`src/rtl/whp_pkg.sv`:
```
// Shared types and constants for the wave header parser.
// No dependencies.
package whp_pkg;

	localparam int unsigned STATUS_W = 3;
	localparam int unsigned FRAMES_W = 35;

	localparam logic [31:0] TAG_RIFF = 32'h52494646;
	localparam logic [31:0] TAG_WAVE = 32'h57415645;
	localparam logic [31:0] TAG_FMT  = 32'h666D7420;
	localparam logic [31:0] TAG_DATA = 32'h64617461;
	localparam logic [15:0] PCM_TAG  = 16'd1;
	localparam logic [31:0] FMT_MIN  = 32'd16;

	localparam logic [STATUS_W-1:0] ST_OK         = 3'd0;
	localparam logic [STATUS_W-1:0] ST_NOT_WAVE   = 3'd1;
	localparam logic [STATUS_W-1:0] ST_COMPRESSED = 3'd2;
	localparam logic [STATUS_W-1:0] ST_BAD        = 3'd3;
	localparam logic [STATUS_W-1:0] ST_NO_FMT     = 3'd4;

	typedef enum logic [10:0] {
		S_HEAD    = 11'b000_0000_0001,
		S_NOTWAVE = 11'b000_0000_0010,
		S_CHUNK   = 11'b000_0000_0100,
		S_FMT     = 11'b000_0000_1000,
		S_SKIP    = 11'b000_0001_0000,
		S_PAD     = 11'b000_0010_0000,
		S_DATA    = 11'b000_0100_0000,
		S_DONE    = 11'b000_1000_0000,
		S_FINISH  = 11'b001_0000_0000,
		S_DIVIDE  = 11'b010_0000_0000,
		S_EMIT    = 11'b100_0000_0000
	} phase_t;

	typedef struct packed {
		logic                restart;
		logic                pos_inc;
		logic                pos_clr;
		logic                tag_en;
		logic                size_en;
		logic                fmt_en;
		logic                fmt_seen_set;
		logic                div_start;
		logic                out_load;
		logic [STATUS_W-1:0] out_status;
		logic                use_size;
		logic                use_quot;
	} whp_cmd_t;

	typedef struct packed {
		logic idx_eq3;
		logic idx_eq11;
		logic idx_lt4;
		logic idx_eq7;
		logic idx_eq15;
		logic riff_next;
		logic wave_next;
		logic tag_fmt;
		logic tag_data;
		logic size_next_lt16;
		logic size_next_zero;
		logic size_eq16;
		logic size_odd;
		logic pos_hit;
		logic fmt_pcm;
		logic fmt_seen;
		logic prod_zero;
		logic div_done;
		logic out_free;
	} whp_stat_t;

endpackage

```
`src/rtl/whp_div.sv`:
```
// Restoring divider, one quotient bit per cycle.
// Depends on whp_pkg.
module whp_div (
	input  logic                         clk,
	input  logic                         arst_n,
	input  logic                         start,
	input  logic [whp_pkg::FRAMES_W-1:0] dividend,
	input  logic [31:0]                  divisor,
	output logic                         done,
	output logic [whp_pkg::FRAMES_W-1:0] quotient
);
	import whp_pkg::*;

	localparam int unsigned CNT_W = $clog2(FRAMES_W + 1);

	logic [FRAMES_W-1:0] dvd_q;
	logic [31:0]         rem_q;
	logic [31:0]         dsr_q;
	logic [CNT_W-1:0]    cnt_q;
	logic                busy_q;
	logic                done_q;
	logic [32:0]         trial;
	logic [32:0]         diff;

	assign trial = {rem_q, dvd_q[FRAMES_W-1]};
	assign diff  = trial - {1'b0, dsr_q};

	always_ff @(posedge clk or negedge arst_n) begin
		if (!arst_n) begin
			busy_q <= 1'b0;
			done_q <= 1'b0;
			cnt_q  <= '0;
		end else begin
			done_q <= 1'b0;
			if (start) begin
				busy_q <= 1'b1;
				cnt_q  <= CNT_W'(FRAMES_W);
			end else if (busy_q) begin
				cnt_q <= cnt_q - 1'b1;
				if (cnt_q == CNT_W'(1)) begin
					busy_q <= 1'b0;
					done_q <= 1'b1;
				end
			end
		end
	end

	always_ff @(posedge clk) begin
		if (start) begin
			dvd_q <= dividend;
			rem_q <= '0;
			dsr_q <= divisor;
		end else if (busy_q) begin
			if (!diff[32]) begin
				rem_q <= diff[31:0];
				dvd_q <= {dvd_q[FRAMES_W-2:0], 1'b1};
			end else begin
				rem_q <= trial[31:0];
				dvd_q <= {dvd_q[FRAMES_W-2:0], 1'b0};
			end
		end
	end

	assign done     = done_q;
	assign quotient = dvd_q;

endmodule

```
`src/rtl/whp_datapath.sv`:
```
// Parser datapath: byte counter, tag and length shifters, held fmt fields,
// product, divider and output register. Depends on whp_pkg and whp_div.
module whp_datapath (
	input  logic                         clk,
	input  logic                         arst_n,
	input  whp_pkg::whp_cmd_t            cmd,
	output whp_pkg::whp_stat_t           stat,
	input  logic [7:0]                   byte_value,
	input  logic                         first_byte,
	output logic                         out_valid,
	input  logic                         out_stall,
	output logic [whp_pkg::STATUS_W-1:0] status,
	output logic [15:0]                  sample_bits,
	output logic [15:0]                  channel_count,
	output logic [31:0]                  sample_rate,
	output logic [31:0]                  data_bytes,
	output logic [whp_pkg::FRAMES_W-1:0] frame_count
);
	import whp_pkg::*;

	logic [31:0]         pos_q;
	logic [31:0]         tag_q;
	logic [31:0]         size_q;
	logic                fmt_seen_q;
	logic [15:0]         ftag_q;
	logic [15:0]         chans_q;
	logic [31:0]         rate_q;
	logic [15:0]         bits_q;
	logic [31:0]         prod_q;
	logic                out_valid_q;

	logic [31:0]         pos_eff;
	logic [31:0]         tag_eff;
	logic [31:0]         pos_next;
	logic [31:0]         tag_next;
	logic [31:0]         size_next;
	logic [FRAMES_W-1:0] quot;
	logic                div_done;

	assign pos_eff  = first_byte ? '0 : pos_q;
	assign tag_eff  = first_byte ? '0 : tag_q;
	assign pos_next = pos_eff + 32'd1;
	assign tag_next = {tag_eff[23:0], byte_value};

	// little-endian length, lane chosen by the low index bits
	always_comb begin
		size_next = size_q;
		case (pos_q[1:0])
			2'd0:    size_next = {24'd0, byte_value};
			2'd1:    size_next[15:8]  = byte_value;
			2'd2:    size_next[23:16] = byte_value;
			2'd3:    size_next[31:24] = byte_value;
			default: size_next = size_q;
		endcase
	end

	always_comb begin
		stat.idx_eq3        = (pos_eff == 32'd3);
		stat.idx_eq11       = (pos_eff == 32'd11);
		stat.idx_lt4        = (pos_eff < 32'd4);
		stat.idx_eq7        = (pos_eff == 32'd7);
		stat.idx_eq15       = (pos_eff == 32'd15);
		stat.riff_next      = (tag_next == TAG_RIFF);
		stat.wave_next      = (tag_next == TAG_WAVE);
		stat.tag_fmt        = (tag_q == TAG_FMT);
		stat.tag_data       = (tag_q == TAG_DATA);
		stat.size_next_lt16 = (size_next < FMT_MIN);
		stat.size_next_zero = (size_next == '0);
		stat.size_eq16      = (size_q == FMT_MIN);
		stat.size_odd       = size_q[0];
		stat.pos_hit        = (pos_next == size_q);
		stat.fmt_pcm        = (ftag_q == PCM_TAG);
		stat.fmt_seen       = fmt_seen_q;
		stat.prod_zero      = (prod_q == '0);
		stat.div_done       = div_done;
		stat.out_free       = !out_valid_q || !out_stall;
	end

	always_ff @(posedge clk or negedge arst_n) begin
		if (!arst_n) begin
			pos_q      <= '0;
			tag_q      <= '0;
			size_q     <= '0;
			fmt_seen_q <= 1'b0;
			ftag_q     <= '0;
			chans_q    <= '0;
			rate_q     <= '0;
			bits_q     <= '0;
		end else begin
			if (cmd.restart) begin
				pos_q      <= '0;
				tag_q      <= '0;
				size_q     <= '0;
				fmt_seen_q <= 1'b0;
				ftag_q     <= '0;
				chans_q    <= '0;
				rate_q     <= '0;
				bits_q     <= '0;
			end
			if (cmd.pos_clr)
				pos_q <= '0;
			else if (cmd.pos_inc)
				pos_q <= pos_next;
			if (cmd.tag_en)
				tag_q <= tag_next;
			if (cmd.size_en)
				size_q <= size_next;
			if (cmd.fmt_seen_set)
				fmt_seen_q <= 1'b1;
			if (cmd.fmt_en) begin
				case (pos_q[3:0])
					4'd0:    ftag_q  <= {8'd0, byte_value};
					4'd1:    ftag_q[15:8] <= byte_value;
					4'd2:    chans_q <= {8'd0, byte_value};
					4'd3:    chans_q[15:8] <= byte_value;
					4'd4:    rate_q  <= {24'd0, byte_value};
					4'd5:    rate_q[15:8]  <= byte_value;
					4'd6:    rate_q[23:16] <= byte_value;
					4'd7:    rate_q[31:24] <= byte_value;
					4'd14:   bits_q  <= {8'd0, byte_value};
					4'd15:   bits_q[15:8] <= byte_value;
					default: ;
				endcase
			end
		end
	end

	always_ff @(posedge clk)
		prod_q <= 32'(bits_q) * 32'(chans_q);

	whp_div u_div (
		.clk      (clk),
		.arst_n   (arst_n),
		.start    (cmd.div_start),
		.dividend ({size_q, 3'b000}),
		.divisor  (prod_q),
		.done     (div_done),
		.quotient (quot)
	);

	always_ff @(posedge clk or negedge arst_n) begin
		if (!arst_n)
			out_valid_q <= 1'b0;
		else if (cmd.out_load)
			out_valid_q <= 1'b1;
		else if (!out_stall)
			out_valid_q <= 1'b0;
	end

	always_ff @(posedge clk) begin
		if (cmd.out_load) begin
			status        <= cmd.out_status;
			sample_bits   <= bits_q;
			channel_count <= chans_q;
			sample_rate   <= rate_q;
			data_bytes    <= cmd.use_size ? size_q : '0;
			frame_count   <= cmd.use_quot ? quot : '0;
		end
	end

	assign out_valid = out_valid_q;

endmodule

```
`src/rtl/whp_ctrl.sv`:
```
// Parser controller: phase state machine issuing datapath commands.
// Depends on whp_pkg.
module whp_ctrl (
	input  logic               clk,
	input  logic               arst_n,
	input  logic               in_valid,
	output logic               in_stall,
	input  logic               first_byte,
	input  logic               end_of_file,
	input  whp_pkg::whp_stat_t stat,
	output whp_pkg::whp_cmd_t  cmd
);
	import whp_pkg::*;

	phase_t              state_q, state_n, phase;
	logic [STATUS_W-1:0] code_q, code_n;
	logic                use_size_q, use_size_n;
	logic                use_quot_q, use_quot_n;
	logic                acc;

	assign in_stall = (state_q == S_FINISH) || (state_q == S_DIVIDE) || (state_q == S_EMIT);
	assign acc      = in_valid && !in_stall;
	assign phase    = first_byte ? S_HEAD : state_q;

	always_comb begin
		state_n    = state_q;
		code_n     = code_q;
		use_size_n = use_size_q;
		use_quot_n = use_quot_q;
		cmd        = '0;
		cmd.out_status = code_q;
		cmd.use_size   = use_size_q;
		cmd.use_quot   = use_quot_q;

		if (acc) begin
			cmd.restart = first_byte;
			if (first_byte)
				state_n = S_HEAD;
			if (end_of_file) begin
				if (phase != S_DONE) begin
					code_n     = ST_BAD;
					use_size_n = 1'b0;
					use_quot_n = 1'b0;
					state_n    = S_EMIT;
				end
			end else if (phase != S_DONE) begin
				cmd.pos_inc = 1'b1;
				use_size_n  = 1'b0;
				use_quot_n  = 1'b0;
				case (phase)
					S_HEAD, S_NOTWAVE: begin
						cmd.tag_en = 1'b1;
						if (stat.idx_eq3 && !stat.riff_next)
							state_n = S_NOTWAVE;
						if (stat.idx_eq11) begin
							if (phase == S_NOTWAVE || !stat.wave_next) begin
								code_n  = ST_NOT_WAVE;
								state_n = S_EMIT;
							end else begin
								cmd.pos_clr = 1'b1;
								state_n     = S_CHUNK;
							end
						end
					end
					S_CHUNK: begin
						if (stat.idx_lt4)
							cmd.tag_en = 1'b1;
						else
							cmd.size_en = 1'b1;
						if (stat.idx_eq7) begin
							cmd.pos_clr = 1'b1;
							if (stat.tag_fmt) begin
								if (stat.size_next_lt16) begin
									code_n  = ST_BAD;
									state_n = S_EMIT;
								end else
									state_n = S_FMT;
							end else if (stat.tag_data) begin
								state_n = stat.size_next_zero ? S_FINISH : S_DATA;
							end else begin
								state_n = stat.size_next_zero ? S_CHUNK : S_SKIP;
							end
						end
					end
					S_FMT: begin
						cmd.fmt_en = 1'b1;
						if (stat.idx_eq15) begin
							if (!stat.fmt_pcm) begin
								code_n  = ST_COMPRESSED;
								state_n = S_EMIT;
							end else begin
								cmd.fmt_seen_set = 1'b1;
								if (stat.size_eq16) begin
									cmd.pos_clr = 1'b1;
									state_n     = S_CHUNK;
								end else
									state_n = S_SKIP;
							end
						end
					end
					S_SKIP: begin
						if (stat.pos_hit) begin
							if (stat.size_odd)
								state_n = S_PAD;
							else begin
								cmd.pos_clr = 1'b1;
								state_n     = S_CHUNK;
							end
						end
					end
					S_PAD: begin
						cmd.pos_clr = 1'b1;
						state_n     = S_CHUNK;
					end
					S_DATA: begin
						if (stat.pos_hit)
							state_n = S_FINISH;
					end
					default: ;
				endcase
			end
		end else begin
			case (state_q)
				S_FINISH: begin
					use_size_n = 1'b1;
					if (!stat.fmt_seen) begin
						code_n  = ST_NO_FMT;
						state_n = S_EMIT;
					end else if (stat.prod_zero) begin
						code_n  = ST_BAD;
						state_n = S_EMIT;
					end else begin
						cmd.div_start = 1'b1;
						state_n       = S_DIVIDE;
					end
				end
				S_DIVIDE: begin
					if (stat.div_done) begin
						code_n     = ST_OK;
						use_quot_n = 1'b1;
						state_n    = S_EMIT;
					end
				end
				S_EMIT: begin
					if (stat.out_free) begin
						cmd.out_load = 1'b1;
						state_n      = S_DONE;
					end
				end
				default: ;
			endcase
		end
	end

	always_ff @(posedge clk or negedge arst_n) begin
		if (!arst_n) begin
			state_q    <= S_HEAD;
			code_q     <= ST_OK;
			use_size_q <= 1'b0;
			use_quot_q <= 1'b0;
		end else begin
			state_q    <= state_n;
			code_q     <= code_n;
			use_size_q <= use_size_n;
			use_quot_q <= use_quot_n;
		end
	end

endmodule

```
`src/rtl/wave_header_parser.sv`:
```
// RIFF WAVE header parser, top level.
// Depends on whp_pkg, whp_ctrl, whp_datapath (and whp_div below it).
//
// Input channel: one file byte per transaction (in_valid / in_stall), with
// first_byte restarting the parser and end_of_file closing the stream.
// Output channel: one report transaction per file (out_valid / out_stall):
// status, fmt fields, data chunk length and frame count.
//
// Throughput: one byte per cycle while the headers and chunk bodies are walked.
// Report path: a report passes through the emit step and then the output
// register; at the end of a data chunk a finish step comes first, and at the
// end of a good data chunk the frame count comes from a 35-step bit-serial
// divider run between the finish and emit steps.
// in_stall is raised only while a report is being formed (finish, divide and
// emit steps); bytes after a report are accepted and dropped until first_byte.
// A stalled report sits in the output register; the parser keeps taking bytes,
// but a new report waits in the emit step, with in_stall raised, until the register frees.
// Reset puts the parser at the file header with all held fields cleared, so
// a stream with no first_byte is parsed from byte 0.
module wave_header_parser (
	input  logic                         clk,
	input  logic                         arst_n,
	input  logic                         in_valid,
	output logic                         in_stall,
	input  logic [7:0]                   byte_value,
	input  logic                         first_byte,
	input  logic                         end_of_file,
	output logic                         out_valid,
	input  logic                         out_stall,
	output logic [whp_pkg::STATUS_W-1:0] status,
	output logic [15:0]                  sample_bits,
	output logic [15:0]                  channel_count,
	output logic [31:0]                  sample_rate,
	output logic [31:0]                  data_bytes,
	output logic [whp_pkg::FRAMES_W-1:0] frame_count
);
	import whp_pkg::*;

	whp_cmd_t  cmd;
	whp_stat_t stat;

	// sequencing: phase, report code, divider start
	whp_ctrl u_ctrl (
		.clk         (clk),
		.arst_n      (arst_n),
		.in_valid    (in_valid),
		.in_stall    (in_stall),
		.first_byte  (first_byte),
		.end_of_file (end_of_file),
		.stat        (stat),
		.cmd         (cmd)
	);

	// counters, held fields, product, divider and report register
	whp_datapath u_dp (
		.clk           (clk),
		.arst_n        (arst_n),
		.cmd           (cmd),
		.stat          (stat),
		.byte_value    (byte_value),
		.first_byte    (first_byte),
		.out_valid     (out_valid),
		.out_stall     (out_stall),
		.status        (status),
		.sample_bits   (sample_bits),
		.channel_count (channel_count),
		.sample_rate   (sample_rate),
		.data_bytes    (data_bytes),
		.frame_count   (frame_count)
	);

endmodule
```
`config.mk`:
```
export PLATFORM = sky130hd
export DESIGN_NAME = wave_header_parser
export DESIGN_NICKNAME = d
export VERILOG_FILES = /design/src/rtl/whp_pkg.sv /design/src/rtl/whp_div.sv /design/src/rtl/whp_datapath.sv /design/src/rtl/whp_ctrl.sv /design/src/rtl/wave_header_parser.sv
export SDC_FILE = /design/constraint.sdc
export NUM_CORES = 1
export LEC_CHECK = 0
export ABC_CLOCK_PERIOD_IN_PS = 18300
export BUFFER_PORTS_ARGS = -buffer_cell sky130_fd_sc_hd__buf_2
export CAP_MARGIN = 10
export CELL_PAD_IN_SITES_DETAIL_PLACEMENT = 2
export CELL_PAD_IN_SITES_GLOBAL_PLACEMENT = 2
export CORE_UTILIZATION = 44
export DETAILED_ROUTE_END_ITERATION = 7
export GPL_TIMING_DRIVEN = 0
export PLACE_DENSITY = 0.83
export SYNTH_ARGS = -nofsm -noshare
export SYNTH_HDL_FRONTEND = slang
export SYNTH_HIERARCHICAL = 1
export SYNTH_SLANG_ARGS = --single-unit
```
`constraint.sdc`:
```
create_clock -name clk -period 18.3 [get_ports clk]
set_input_delay 3.66 -clock clk [delete_from_list [all_inputs] [get_ports clk]]
set_output_delay 3.66 -clock clk [all_outputs]
set_load 0.05 [all_outputs]
```
==> key figures <==
Status
  – Outcome: completed

STA
  – RSZ-0062 raised after global routing: no
  – PnR worst setup slack: 7.85 ns
  – Final hold vios: 0
  – Worst Skew: 0.0614 ns
  – Fmax achieved: 95.7 MHz
  – Setup-failing EPs final: 0
  – Max_slew headroom: 23.0%
  – Slew Viols, Final: 0
  – Tcrit/Tclk final: 57.1%
  – Slew @ Worst Pin: 1.15 ns
  – Fin Setup TNS: 0 ns
  – Tmin final: 10.45 ns

Global route
  – First-pass GRT wire length: 179,000 um
  – Vias in the first global route: 28,600
  – Largest net degree at the start of global routing: 110
  – Initial antenna violation count: 3
  – Gr ovfl total: 0
  – GR Util All Layers: 33.5%

Power
  – Share of power burned in registers: 39.8%
  – Power density cells: 93.5 mW/mm2
  – Internal: 2.03 mW
  – Clk network pwr share: 34.6%
  – Switching Fraction: 37.5%
  – Gate power share: 25.6%
  – Maximum vdd drop: 88.9 uV
  – LEAKAGE: 15.0 nW
  – Net load switching power: 1.22 mW

Cells and area
  – Commonest non-fill, non-tap cell in the layout: nand2_1
  – Commonest cells after routing, fill and taps aside: 388 x nand2_1, 309 x inv_1, 213 x and2_1
  – Cell Count, Final, Fillers Out: 4,242
  – Number of fill cells: 7,111
  – Util after Layout: 50.3%
  – Share of cells above drive strength 1: 11.6%
  – Nets: 3,615
  – Area grow syn2layout: 12.5%

Synthesis
  – Ys flop type: edfxtp_1
  – Library cells used by synthesis: 111
  – Mapped Avg Cell Area: 10.1 um2
  – Post-synthesis cell count: 3,057
  – Cell area after synthesis: 0.0309 mm2
  – Post-synth EDFFs: 201
  – Ys Warns: 6
  – Ys async rst share: 43.3%
  – FF+latch count, synth: 467
  – Sequential cell area fraction in the yosys report: 40.1%

Floorplanning
  – Core ar.: 0.0691 mm2
  – Die Y: 267 um
  – Row Count: 96
  – Die span in x: 267 um
  – Starting Density: 44.7%
  – Die Area: 0.0713 mm2
  – Io pins: 150

Routing
  – Drt initial violations: 1,698
  – Vias per cell: 5.90
  – Avg WL per Cell: 27.7 um
  – Detailed Routing Iterations Pass 1: 5
  – Met1 wire length: 48,300 um
  – DRC viols: 0
  – Met2 Wirelength: 57,800 um
  – Met3 Wirelength: 7440 um
  – Antenna Nets Post-Route: 0
  – Routed wire length: 118,000 um
  – DR vias: 25,000
  – Highest metal used: met5

Worst setup path
  – Reg2reg path depth: 20
  – Critical Path AT: 10.98 ns
  – Reg-to-Reg Start: u_dp/bits_q[8]
  – Crit path launch type: input port
  – Crit. End Element: register
  – Worst reg2reg setup slack: 10.43 ns
  – Crit. Startpoint: first_byte
  – Path type of the worst setup path: in2reg
  – Worst r2r dst: u_dp/prod_q[28]
  – CP required: 18.83 ns
  – Worst-path fanout max: 10

Job
  – Maximum Capacitance Violations: 0

Clock network
  – Post-CTS setup buffers: 0
  – Clock buffer count from CTS: 53
  – Reg clk slew, reported paths: 0.06 ns
  – H-Tree Level Count: 2
  – Clk root buf: clkbuf_16
  – Bufs on Longest Clock Path: 3
  – # hold bufs at CTS: 0
  – Worst skew pair latency: 0.65 ns
  – Clock Sink Count: 467
  – CTS tree: yes
  – Resized cells post-CTS: 0

Place
  – DP Cell Count: 4,139
  – I/O Buffers: 141
  – HPWL Detailed: 86,700 um
  – RD Place Congestion: 0.884
  – Pre-CTS setup slack: 7.38 ns

Hold path
  – Hold Startpoint: u_dp/prod_q[27]
  – Hold Path Sink: u_dp/u_div/dsr_q[27]
  – Worst hold path class: reg2reg
  – Hold depth: 0
[final cells by class]
type | instances | area, um2 | area share, %
clock inverters | 33 | 352 | 1.01
flip-flops and latches | 467 | 12400 | 35.6
diodes | 3 | 7.51 | 0.0216
clock buffers | 67 | 1460 | 4.20
multi-input cells | 2111 | 16600 | 47.8
repair buffers | 149 | 853 | 2.46
inverters | 311 | 1170 | 3.36
plain buffers | 170 | 753 | 2.17
well taps | 931 | 1160 | 3.35
[critical path: stages]
cell,delay (ns)
buf_2,0.15
buf_6,0.17
buf_2,0.27
buf_6,0.21
clkbuf_1,0.46
buf_4,0.29
nor2_1,0.06
ha_1,0.20
clkbuf_2,0.18
nor2b_1,0.19
and3_1,0.19
clkbuf_1,0.17
xnor2_1,0.18
nand2_1,0.07
a2111oi_0,0.90
o2111ai_1,0.29
nor3_1,0.35
and4_1,0.44
nand3b_1,0.12
o22ai_1,0.18
a32oi_1,0.11
a31oi_1,0.42
or3_1,0.18
clkbuf_1,0.46
clkbuf_1,0.56
o21ai_0,0.29
nand2_1,0.13
nand2_1,0.06
[flip-flops by register name (all words and copies together), names as in the netlist, 3 cells and up]
name / cells
u_ctrl/code_q: 3
u_ctrl/state_q: 11
u_dp/bits_q: 16
u_dp/channel_count: 16
u_dp/chans_q: 16
u_dp/data_bytes: 32
u_dp/frame_count: 35
u_dp/ftag_q: 16
u_dp/pos_q: 32
u_dp/prod_q: 32
u_dp/rate_q: 32
u_dp/sample_bits: 16
u_dp/sample_rate: 32
u_dp/size_q: 32
u_dp/status: 3
u_dp/tag_q: 32
u_dp/u_div/cnt_q: 6
u_dp/u_div/dsr_q: 32
u_dp/u_div/quotient: 35
u_dp/u_div/rem_q: 32
[metrics by stage]
stage	power, mW	hold slack [ns]	cell area [um2]
finish	3.25	0.418	34700
global route	3.34	0.438	34700
CTS	3.26	0.417	34700
detailed placement	2.13	0.418	32900
global placement	2.11	0.413	32800
floorplan	1.88	0.409	30900
[metal layers]
layer / vias to the layer above / global-route usage (%)
met5: - / 0
met4: 2 / 12.1
met3: 247 / 6.87
met2: 808 / 57.1
met1: 13100 / 41.7
li1: 10900 / -
[kinds of logic after synthesis]
| logic type | share of synthesized area, % |
|---|---|
| simple gates | 17.7 |
| compound gates | 12.7 |
| buf+inv | 6.22 |
| flops | 40.1 |
| fa+ha+maj | 18.4 |
| xor+xnor | 2.98 |
| mux | 1.90 |
| other cells | 0.0121 |
[synth_stat cells (52+ instances only)]
cell type  number  area share (%)
nand2_1       388             4.7
a22o_1        101             2.9
edfxtp_1      201              20
ha_1          143             5.8
nand2b_1       52             1.1
a21oi_1        94             1.5
nor2_1        122             1.5
dfxtp_1        64             4.1
fa_1          195              13
o21ai_0       153             2.5
clkbuf_1      127             1.5
dfrtp_1       201              16
inv_1         310             3.8
and2_1        213             4.3
xnor2_1        71             2.0
[power by group through the flow]
| stage | clock network (mW) | logic [mW] | registers, mW |
|---|---|---|---|
| 3_5_place_dp | 0 | 0.821 | 1.31 |
| 4_1_cts | 1.14 | 0.828 | 1.30 |
| 3_3_place_gp | 0 | 0.770 | 1.34 |
| 6_report | 1.12 | 0.832 | 1.29 |
| 5_1_grt | 1.17 | 0.868 | 1.30 |
| 2_1_floorplan | 0 | 0.237 | 1.64 |
[worst max-delay path by stage]
stage,to,cells past startpoint
final,u_dp/pos_q[22],28
after global routing,u_dp/pos_q[22],28
after CTS,u_dp/pos_q[22],28
after detailed placement,u_dp/pos_q[5],28
after global placement,u_dp/data_bytes[10],4
after floorplan,u_dp/channel_count[0],3
Note: power is estimated with default switching activity, not from simulation.
